[config.mk]
export PLATFORM = sky130hd
export DESIGN_NAME = packbits_row_rle_decoder
export DESIGN_NICKNAME = d
export VERILOG_FILES = /design/src/hdl/pbrle_pkg.sv /design/src/hdl/packbits_row_rle_decoder.sv
export VERILOG_INCLUDE_DIRS = /design/src /design/src/hdl
export SDC_FILE = /design/constraint.sdc
export NUM_CORES = 1
export LEC_CHECK = 0
export BUFFER_PORTS_ARGS = -buffer_cell sky130_fd_sc_hd__buf_2
export CORE_MARGIN = 1.5
export CORE_UTILIZATION = 36
export DETAILED_ROUTE_END_ITERATION = 12
export GPL_ROUTABILITY_DRIVEN = 0
export PLACE_DENSITY = 0.58
export SYNTH_ARGS = -nofsm -noshare
export SYNTH_HDL_FRONTEND = slang
export SYNTH_SLANG_ARGS = --single-unit
[constraint.sdc]
create_clock -name clk -period 10.03 [get_ports clk]
set_clock_uncertainty 0.15 [all_clocks]
set_input_delay 3.009 -clock clk [delete_from_list [all_inputs] [get_ports clk]]
set_output_delay 3.009 -clock clk [all_outputs]
set_load 0.005 [all_outputs]
[src/hdl/packbits_row_rle_decoder_defines.svh]
// Assertion macros shared by the run-length decoder RTL.
// Depends on nothing; users must have signals named clk and rst_n in scope.
`ifndef PACKBITS_ROW_RLE_DECODER_DEFINES_SVH
`define PACKBITS_ROW_RLE_DECODER_DEFINES_SVH

// The consequent must hold in the same cycle as the antecedent.
`define PBRLE_ASSERT_SAME(label, ante, cons, msg) \
    label: assert property (@(posedge clk) disable iff (!rst_n) (ante) |-> (cons)) \
        else $error(msg);

// The consequent must hold in the cycle after the antecedent.
`define PBRLE_ASSERT_NEXT(label, ante, cons, msg) \
    label: assert property (@(posedge clk) disable iff (!rst_n) (ante) |=> (cons)) \
        else $error(msg);

`endif

[src/hdl/pbrle_pkg.sv]
// Package for the run-length decoder: field widths, decode phase type,
// run constants and configuration register indexes. Depends on nothing.
package pbrle_pkg;

    localparam int unsigned BYTE_W  = 8;
    localparam int unsigned DIM_W   = 16;
    localparam int unsigned BPP_W   = 5;
    localparam int unsigned COL_W   = 18;
    localparam int unsigned CFG_IDX_W = 2;

    localparam logic [BYTE_W-1:0] RUN_MARK = 8'h80;
    localparam logic [BYTE_W:0]   RUN_BASE = 9'h101;

    localparam logic [BPP_W-1:0] BPP_PACKED_MONO = 5'd1;
    localparam logic [BPP_W-1:0] BPP_TRUE_COLOR  = 5'd24;

    localparam logic [CFG_IDX_W-1:0] CFG_IMAGE_WIDTH    = 2'd0;
    localparam logic [CFG_IDX_W-1:0] CFG_IMAGE_HEIGHT   = 2'd1;
    localparam logic [CFG_IDX_W-1:0] CFG_BITS_PER_PIXEL = 2'd2;
    localparam logic [CFG_IDX_W-1:0] CFG_COMPRESSED     = 2'd3;

    typedef enum logic [1:0] {
        PHASE_CONTROL = 2'd0,
        PHASE_LITERAL = 2'd1,
        PHASE_RUN     = 2'd2
    } phase_t;

endpackage

[src/hdl/packbits_row_rle_decoder.sv]
// Top level of the PackBits-style row run-length decoder.
// Depends on pbrle_pkg and packbits_row_rle_decoder_defines.svh.
//
// Usage: pixel-data bytes enter on data_byte with data_valid/data_stall, one
// request per byte. Each decoded packet byte leaves on pixel_byte with its
// repeat_count and the row_end and image_end flags, under pixel_valid and
// pixel_stall. Control bytes yield no request on the output side.
// The configuration registers (width, height, bits per pixel, compressed
// mode) are written through cfg_valid/cfg_ready/cfg_index/cfg_data; the user
// must do so only while the decoder is idle; the block does not enforce this.
// cfg_ready is always high. The byte is captured in an input register, decoded
// against the packet, column and row state, and the result is captured in
// the output register. One byte is taken every cycle as long as the output
// side keeps up; the single decode step between the two registers sets this.
// When pixel_stall is high the output register holds its request and
// data_stall rises as soon as the input register holds a waiting byte.
// Reset clears the registers to width 1, height 1, eight bits per pixel and
// compressed mode, and restarts the decoder at a control byte, column zero,
// row zero. After the last row ends every further byte is taken and dropped.
`include "packbits_row_rle_decoder_defines.svh"

module packbits_row_rle_decoder (
    input  logic                              clk,
    input  logic                              rst_n,
    input  logic                              cfg_valid,
    output logic                              cfg_ready,
    input  logic [pbrle_pkg::CFG_IDX_W-1:0]   cfg_index,
    input  logic [pbrle_pkg::DIM_W-1:0]       cfg_data,
    input  logic                              data_valid,
    output logic                              data_stall,
    input  logic [pbrle_pkg::BYTE_W-1:0]      data_byte,
    output logic                              pixel_valid,
    input  logic                              pixel_stall,
    output logic [pbrle_pkg::BYTE_W-1:0]      pixel_byte,
    output logic [pbrle_pkg::BYTE_W-1:0]      repeat_count,
    output logic                              row_end,
    output logic                              image_end
);

    logic [pbrle_pkg::DIM_W-1:0] width_reg;
    logic [pbrle_pkg::DIM_W-1:0] height_reg;
    logic [pbrle_pkg::BPP_W-1:0] bpp_reg;
    logic                        comp_reg;

    logic                         s1_valid_reg;
    logic [pbrle_pkg::BYTE_W-1:0] s1_byte_reg;

    pbrle_pkg::phase_t            phase_reg, phase_next;
    logic [pbrle_pkg::BYTE_W-1:0] lit_reg, lit_next;
    logic [pbrle_pkg::BYTE_W-1:0] run_reg, run_next;
    logic [pbrle_pkg::COL_W-1:0]  col_reg, col_next;
    logic [pbrle_pkg::DIM_W-1:0]  row_reg, row_next;
    logic                         done_reg, done_next;

    logic                         out_valid_reg, out_valid_next;
    logic [pbrle_pkg::BYTE_W-1:0] out_byte_reg, out_byte_next;
    logic [pbrle_pkg::BYTE_W-1:0] out_count_reg, out_count_next;
    logic                         out_rend_reg, out_rend_next;
    logic                         out_iend_reg, out_iend_next;

    logic                         out_free;
    logic                         fire;
    logic                         emit;
    logic                         packet_end;
    logic [pbrle_pkg::BYTE_W-1:0] emit_count;
    logic [pbrle_pkg::BYTE_W-1:0] lit_dec;
    logic [pbrle_pkg::COL_W-1:0]  row_bytes;
    logic [pbrle_pkg::COL_W-1:0]  row_bytes_raw;
    logic [pbrle_pkg::COL_W-1:0]  width_ext;
    logic [pbrle_pkg::COL_W-1:0]  col_sum;
    logic [pbrle_pkg::DIM_W-1:0]  row_inc;
    logic                         rend;
    logic                         iend;

    assign cfg_ready   = 1'b1;
    assign out_free    = !out_valid_reg || !pixel_stall;
    assign fire        = s1_valid_reg && out_free;
    assign data_stall  = s1_valid_reg && !out_free;

    assign pixel_valid  = out_valid_reg;
    assign pixel_byte   = out_byte_reg;
    assign repeat_count = out_count_reg;
    assign row_end      = out_rend_reg;
    assign image_end    = out_iend_reg;

    // Row length in bytes follows from the width and the pixel depth.
    assign width_ext = {{(pbrle_pkg::COL_W - pbrle_pkg::DIM_W){1'b0}}, width_reg};

    always_comb
    begin
        priority if (bpp_reg == pbrle_pkg::BPP_PACKED_MONO)
        begin
            row_bytes_raw = (width_ext + pbrle_pkg::COL_W'(7)) >> 3;
        end
        else if (bpp_reg == pbrle_pkg::BPP_TRUE_COLOR)
        begin
            row_bytes_raw = (width_ext << 1) + width_ext;
        end
        else
        begin
            row_bytes_raw = width_ext;
        end
        row_bytes = (row_bytes_raw == '0) ? pbrle_pkg::COL_W'(1) : row_bytes_raw;
    end

    assign lit_dec = lit_reg - pbrle_pkg::BYTE_W'(1);

    // Packet decoding: decides whether the byte gives a result, its count,
    // and whether it closes a packet.
    always_comb
    begin
        phase_next = phase_reg;
        lit_next   = lit_reg;
        run_next   = run_reg;
        emit       = 1'b0;
        packet_end = 1'b0;
        emit_count = pbrle_pkg::BYTE_W'(1);
        if (fire && !done_reg)
        begin
            if (!comp_reg)
            begin
                emit       = 1'b1;
                packet_end = 1'b1;
            end
            else
            begin
                unique case (phase_reg)
                    pbrle_pkg::PHASE_LITERAL:
                    begin
                        lit_next   = lit_dec;
                        emit       = 1'b1;
                        packet_end = (lit_dec == '0);
                        if (lit_dec == '0)
                        begin
                            phase_next = pbrle_pkg::PHASE_CONTROL;
                        end
                    end
                    pbrle_pkg::PHASE_RUN:
                    begin
                        phase_next = pbrle_pkg::PHASE_CONTROL;
                        emit       = 1'b1;
                        packet_end = 1'b1;
                        emit_count = run_reg;
                    end
                    default:
                    begin
                        phase_next = pbrle_pkg::PHASE_CONTROL;
                        if (s1_byte_reg > pbrle_pkg::RUN_MARK)
                        begin
                            run_next   = pbrle_pkg::BYTE_W'(pbrle_pkg::RUN_BASE
                                         - {1'b0, s1_byte_reg});
                            phase_next = pbrle_pkg::PHASE_RUN;
                        end
                        else if (s1_byte_reg != '0)
                        begin
                            lit_next   = s1_byte_reg;
                            phase_next = pbrle_pkg::PHASE_LITERAL;
                        end
                    end
                endcase
            end
        end
    end

    // Column and row tracking for the emitted packet byte.
    assign col_sum = col_reg + {{(pbrle_pkg::COL_W - pbrle_pkg::BYTE_W){1'b0}}, emit_count};
    assign row_inc = row_reg + pbrle_pkg::DIM_W'(1);
    assign rend    = emit && packet_end && (col_sum >= row_bytes);
    assign iend    = rend && (row_inc >= height_reg);

    always_comb
    begin
        col_next  = col_reg;
        row_next  = row_reg;
        done_next = done_reg;
        if (emit)
        begin
            col_next = rend ? '0 : col_sum;
        end
        if (rend)
        begin
            row_next = row_inc;
        end
        if (iend)
        begin
            done_next = 1'b1;
        end
    end

    always_comb
    begin
        out_valid_next = out_valid_reg;
        out_byte_next  = out_byte_reg;
        out_count_next = out_count_reg;
        out_rend_next  = out_rend_reg;
        out_iend_next  = out_iend_reg;
        if (emit)
        begin
            out_valid_next = 1'b1;
            out_byte_next  = s1_byte_reg;
            out_count_next = emit_count;
            out_rend_next  = rend;
            out_iend_next  = iend;
        end
        else if (!pixel_stall)
        begin
            out_valid_next = 1'b0;
        end
    end

    always_ff @(posedge clk or negedge rst_n)
    begin
        if (!rst_n)
        begin
            width_reg  <= pbrle_pkg::DIM_W'(1);
            height_reg <= pbrle_pkg::DIM_W'(1);
            bpp_reg    <= pbrle_pkg::BPP_W'(8);
            comp_reg   <= 1'b1;
        end
        else if (cfg_valid && cfg_ready)
        begin
            unique case (cfg_index)
                pbrle_pkg::CFG_IMAGE_WIDTH:    width_reg  <= cfg_data;
                pbrle_pkg::CFG_IMAGE_HEIGHT:   height_reg <= cfg_data;
                pbrle_pkg::CFG_BITS_PER_PIXEL: bpp_reg    <= cfg_data[pbrle_pkg::BPP_W-1:0];
                pbrle_pkg::CFG_COMPRESSED:     comp_reg   <= cfg_data[0];
            endcase
        end
    end

    always_ff @(posedge clk or negedge rst_n)
    begin
        if (!rst_n)
        begin
            s1_valid_reg  <= 1'b0;
            phase_reg     <= pbrle_pkg::PHASE_CONTROL;
            lit_reg       <= '0;
            run_reg       <= '0;
            col_reg       <= '0;
            row_reg       <= '0;
            done_reg      <= 1'b0;
            out_valid_reg <= 1'b0;
        end
        else
        begin
            if (!data_stall)
            begin
                s1_valid_reg <= data_valid;
            end
            phase_reg     <= phase_next;
            lit_reg       <= lit_next;
            run_reg       <= run_next;
            col_reg       <= col_next;
            row_reg       <= row_next;
            done_reg      <= done_next;
            out_valid_reg <= out_valid_next;
        end
    end

    always_ff @(posedge clk)
    begin
        if (data_valid && !data_stall)
        begin
            s1_byte_reg <= data_byte;
        end
        out_byte_reg  <= out_byte_next;
        out_count_reg <= out_count_next;
        out_rend_reg  <= out_rend_next;
        out_iend_reg  <= out_iend_next;
    end

    `PBRLE_ASSERT_SAME(a_image_end_has_row_end, out_valid_reg && out_iend_reg,
        out_rend_reg, "Image end flagged without a row end.")
    `PBRLE_ASSERT_NEXT(a_column_clears_on_row_end, rend, col_reg == '0,
        "Column count not cleared after a row end.")
    `PBRLE_ASSERT_NEXT(a_done_is_sticky, done_reg, done_reg,
        "Image done flag cleared without reset.")
    `PBRLE_ASSERT_NEXT(a_no_results_after_done, done_reg && !out_valid_reg,
        !out_valid_reg, "Result produced after the image ended.")
    `PBRLE_ASSERT_SAME(a_literal_has_bytes_left, phase_reg == pbrle_pkg::PHASE_LITERAL,
        lit_reg != '0, "Literal phase with no literal bytes left.")

endmodule
* After elaboration in Yosys (flattened, before gate mapping) *
Cells that the tools add are included.

storage, ports and cells
  flip-flop bits (word level) = 119
  bits in latches = 0
  bits in writable memories = 0
  bits in read-only memories = 0
  output and inout bits = 21
  logic and storage cells = 86
  memories kept = 0

operators by class
  add/subtract/negate cells = 6
  multipliers = 0
  div/mod/pow operators = 0
  magnitude comparators = 3
  equality and inequality tests = 10
  shift operators = 0
  muxes and demuxes = 22
  bitwise operators = 2
  reductions and logical operators = 26

operator list
  cell                                              count
  2-to-1 mux 18 bit                                 4
  2-to-1 mux 8 bit                                  5
  adder 17 x 16 -> 18 bit                           1
  adder 18 x 8 -> 18 bit                            1
  >= comparator 18 bit                              1
  logical NOT 18 bit                                1
  adder 16 x 3 -> 17 bit, second input constant     1
  adder 16 x 1 -> 16 bit, second input constant     1
  >= comparator 16 bit                              1
  one-hot mux 8 bit (2 select lines)                1
  > comparator 8 bit, second input constant         1
  logical NOT 8 bit                                 1
  2-to-1 mux 1 bit                                  8
  AND reduction 2 bit                               4
  nonzero test 8 bit                                1
  subtractor 1 x 8 -> 8 bit, first input constant   1
  subtractor 8 x 1 -> 8 bit, second input constant  1
  logical AND 1 bit                                 7
  == test 2 bit, second input constant              3
  == test 5 x 1 -> 1 bit, second input constant     1
  == test 5 bit, second input constant              1
  logical NOT 1 bit                                 5
  AND reduction 5 bit                               1
  == test 2 x 1 -> 1 bit, second input constant     2
  other kinds (12)                                  15

* Longest topological paths before layout *
  depth after elaboration = 9
  mapped depth = 26
  gate-level depth less buffers = 25

* Worst setup path before layout *
Ideal clock, no wire load.

  path kind = input to register
  start point = input port pixel_stall
  end point = register col_reg[9] (netlist name)
  setup time = 0.083 ns
  arrival = 6.976 ns
  slack = 2.822 ns
  stages = 19
  path buffers = 0
  path through = nand2_1 > nand3b_1 > nor2_1 > and3_1 > ha_1 > a21oi_1 > o21a_1 > o31ai_1 > and3_1 > and3_1 > xor2_1 > ha_1 > a2111oi_0 > o21ai_0 > a2111oi_0 > nor3_2 > nor2_1 > nand2_1 > o21ai_0

on the way
  word-level cells in the longest chain between the ends = 9

ends and longest elaborated chain
  what                      RTL line                         text
  start: declaration        packbits_row_rle_decoder.sv:33   input logic pixel_stall,
  logical NOT 1 bit *       -
  logical OR 1 bit *        packbits_row_rle_decoder.sv:76   assign out_free = !out_valid_reg || !pixel_stall;
  logical AND 1 bit *       packbits_row_rle_decoder.sv:77   assign fire = s1_valid_reg && out_free;
  logical AND 1 bit *       packbits_row_rle_decoder.sv:118  if (fire && !done_reg)
  2-to-1 mux 8 bit *        packbits_row_rle_decoder.sv:118
  net emit_count, one bit   packbits_row_rle_decoder.sv:65   logic [pbrle_pkg::BYTE_W-1:0] emit_count;
  adder 18 x 8 -> 18 bit *  packbits_row_rle_decoder.sv:166  assign col_sum = col_reg + {{(pbrle_pkg::COL_W - pbrle_pkg::BYTE_W){1'b0}}, emit_count};
  >= comparator 18 bit      packbits_row_rle_decoder.sv:168  assign rend = emit && packet_end && (col_sum >= row_bytes);
  logical AND 1 bit         packbits_row_rle_decoder.sv:168
  2-to-1 mux 18 bit *       packbits_row_rle_decoder.sv:178  col_next = rend ? '0 : col_sum;
  end signal: assignment    packbits_row_rle_decoder.sv:253  col_reg <= col_next;
  end: declaration          packbits_row_rle_decoder.sv:51   logic [pbrle_pkg::COL_W-1:0] col_reg, col_next;

Mark *: on every way through the listed nets, which the timed path passes. The rest lies on a longest branch.
A chain may end at the register's enable or synchronous reset.

* Worst setup path after layout *
  start point = input port pixel_stall
  end point = register done_reg

on the way
  word-level cells in the longest chain between the ends = 9

ends and longest elaborated chain
  what                     RTL line                         text
  logical NOT 1 bit        -
  logical OR 1 bit         packbits_row_rle_decoder.sv:76
  logical AND 1 bit        packbits_row_rle_decoder.sv:77
  logical AND 1 bit        packbits_row_rle_decoder.sv:118
  2-to-1 mux 8 bit         packbits_row_rle_decoder.sv:118
  net emit_count, one bit  packbits_row_rle_decoder.sv:65
  adder 18 x 8 -> 18 bit   packbits_row_rle_decoder.sv:166
  >= comparator 18 bit     packbits_row_rle_decoder.sv:168
  logical AND 1 bit        packbits_row_rle_decoder.sv:168
  logical AND 1 bit        packbits_row_rle_decoder.sv:169  assign iend = rend && (row_inc >= height_reg);
  net iend                 packbits_row_rle_decoder.sv:73   logic iend;
  end signal: assignment   packbits_row_rle_decoder.sv:255  done_reg <= done_next;
  end: declaration         packbits_row_rle_decoder.sv:53   logic done_reg, done_next;

The timed path passes the listed nets, and every way through them passes these cells.

==> run metrics <==
count of final hold-check violations 0; Post-CTS Hold Buffers 0; Root Buffer clkbuf_16; cell accounting for the most synthesized area dfrtp_1; Routed WL per cell 15.1 um; final WL 17.0 mm; Yosys top cell area share 28.7%; actual slew at the worst max-slew pin 924 ps; most used cell, CP and3_1; setup TNS 0 ps; Area Overhead vs Synth 15.0%; Netlist cell types 70; die width 150 um; Worst Setup End Kind flop; nets 939; RR Startpoint width_reg[1]$_DFFE_PN0P_; post-CTS sizing 0; vias post-DR 5727; synthesis-stage register bit count 119; Met3 Routed Length 609 um; R2R Setup Slk 4060 ps; top-count cell post-synth dfrtp_1; Clock Latency Late Sink 420 ps; Worst path slowest cell a2111oi_0; GRT overflow 0; WHS 339 ps; CTS H-tree depth 4; Critical Path Stages 20; DIE HEIGHT 150 um; Worst Path Required 10190 ps; Setup Buffers After CTS 0; commonest cells in the netlist dfrtp_1 (89), nand2_1 (81), ha_1 (69); Setup CP Type input port to flop; Final setup viols 0; ys flop type dfrtp_1; First-pass DRT Iterations 5; total CTS buffers 17; CTS tree yes; Slew Limit Fails 0; EDFF count, synth 26; synthesized area 7770 um^2; Sink Count 119; Largest register FFs 18; Avg Cell Area, Syn 9.89 um^2; arrival time worst endpoint 8160 ps; fill count 2055; worst setup path start pixel_stall; Worst slew margin 38.2%; largest delay contributor family on the critical path compound AO/OA/AOI/OAI gates; largest net degree at the start of global routing 49; minimum clock period 8010 ps; Yosys warning count 0; crit path launch type input port; largest cells by area after synthesis dfrtp_1 (29%), ha_1 (11%), edfxtp_1 (10%); Total Routing Usage GR 16.1%; worst-path cell chain buf_2 > nand2_1 > nand3b_1 > nor2_1 > and3_1 > ha_1 > a21oi_1 > o21a_1 > o31ai_1 > and3_1 > and3_1 > xor2_1 > ha_1 > a2111oi_0 > o21ai_0 > a2111oi_0 > nor3_4 > buf_4 > o21a_1 > or2_2; Top Layer Used met4; vias in the first global route 5730; CP bufs+invs 2; Leak 0.00418 uW; FF-to-FF End done_reg$_DFFE_PN0P_; worst min path class flop to flop; met2 routed WL 8.04 mm; WL met1 8.21 mm; Initial Util 36.8%; IO buf count 50; async set-reset flop share out of synthesis 78.2%; initial antenna violation count 0; end point of the critical path done_reg$_DFFE_PN0P_; Cell Pwr Density 221 nW/um^2; Mapped Nets 887; slowest stage delay, CP 690 ps; clk slew on worst S/H paths 60 ps; core box area 21100 um^2; Max Clk Rate 0.125 GHz; Clock Tree Buf Depth 2; Initial DRC Count 345; DRC 0; Die Area 22500 um^2; first-pass GRT wire length 28.7 mm; Post-DP HPWL 12.6 mm; length in cells of the worst reg-to-reg path 21; Row Count 53; unrepaired setup endpoints after global routing no; Worst VDD drop 101 uV; status finished, final reports clean; post-synthesis sequential area ratio 40.1%; maxcap violations 0; post-route ant nets 0; layout cells sized above 1 17.4%; Cells after Synth 785; diodes inserted 0; CP max FO 34; Final period util 79.8%; I/O pin total 52; vias per cell 5.09
## worst min-delay path: cells and delay by family, from the launching register on
| kind | cells | cell delay (ps) |
|---|---|---|
| flip-flops | 1 | 340 |
| AND/OR/NAND/NOR | 1 | 60 |
| AO/OA/AOI/OAI | 1 | 60 |
## cells by family after synthesis
| kind of cell | share of synthesized area [%] |
|---|---|
| XOR/XNOR | 7.89 |
| adder cells (fa/ha/maj) | 11.6 |
| buffers and inverters | 3.38 |
| other | 0.0483 |
| multiplexers | 6.67 |
| AO/OA/AOI/OAI | 14.9 |
| flip-flops | 40.1 |
| AND/OR/NAND/NOR | 15.4 |
## stage by stage
stage	power [uW]	cell area [um^2]	setup WS, ps	cells	util [%]
floorplan	1160	7770	2820	785	-
global placement	1330	8320	1760	1093	39.5
detailed placement	1340	8320	1710	1093	39.5
CTS	1990	8930	2130	1125	42.3
global route	2110	8930	1550	1125	42.3
finish	1970	8930	2020	1125	42.3
## placed cells by master (no fill, tap or decap), types with 15 or more instances in the layout
cell type / instances
xnor2_1: 40
o21ai_0: 52
inv_1: 46
ha_1: 69
nand2b_1: 15
a21oi_1: 44
dfrtp_1: 89
nor2_1: 31
and3_1: 29
clkbuf_16: 17
buf_2: 49
a21o_1: 17
edfxtp_1: 26
mux2_2: 42
xor2_1: 30
nand2_1: 81
nand3_1: 17
## power breakdown
group	internal [uW]	switching (uW)	total [uW]
logic	280	358	638
clock network	414	225	639
registers	609	84.0	693
total	1300	667	1970
## layer usage
layer  track usage [%]  vias up
met2              25.8       91
li1                  -     2921
met5                 0        -
met1              21.9     2703
met4              4.51        0
met3              3.41       12
## final cells by class
| class | count | area, um^2 | share of cell area [%] |
|---|---|---|---|
| repair buffers | 54 | 283 | 3.17 |
| inverters | 47 | 176 | 1.98 |
| flip-flops and latches | 119 | 3110 | 34.9 |
| clock inverters | 13 | 178 | 1.99 |
| well taps | 275 | 344 | 3.85 |
| clock buffers | 19 | 433 | 4.85 |
| multi-input cells | 598 | 4400 | 49.3 |
## worst min path at each step
stage / to / slack [ps] / depth (start not counted) / start
2_1_floorplan: done_reg$_DFFE_PN0P_ / 280 / 1 / done_reg$_DFFE_PN0P_
3_3_place_gp: col_reg[7]$_DFFE_PN0P_ / 330 / 2 / col_reg[7]$_DFFE_PN0P_
3_5_place_dp: col_reg[0]$_DFFE_PN0P_ / 330 / 2 / col_reg[0]$_DFFE_PN0P_
4_1_cts: col_reg[0]$_DFFE_PN0P_ / 340 / 2 / col_reg[0]$_DFFE_PN0P_
5_1_grt: height_reg[12]$_DFFE_PN0P_ / 360 / 1 / height_reg[12]$_DFFE_PN0P_
6_report: col_reg[0]$_DFFE_PN0P_ / 340 / 2 / col_reg[0]$_DFFE_PN0P_
Power figures use the tool's default switching activity.
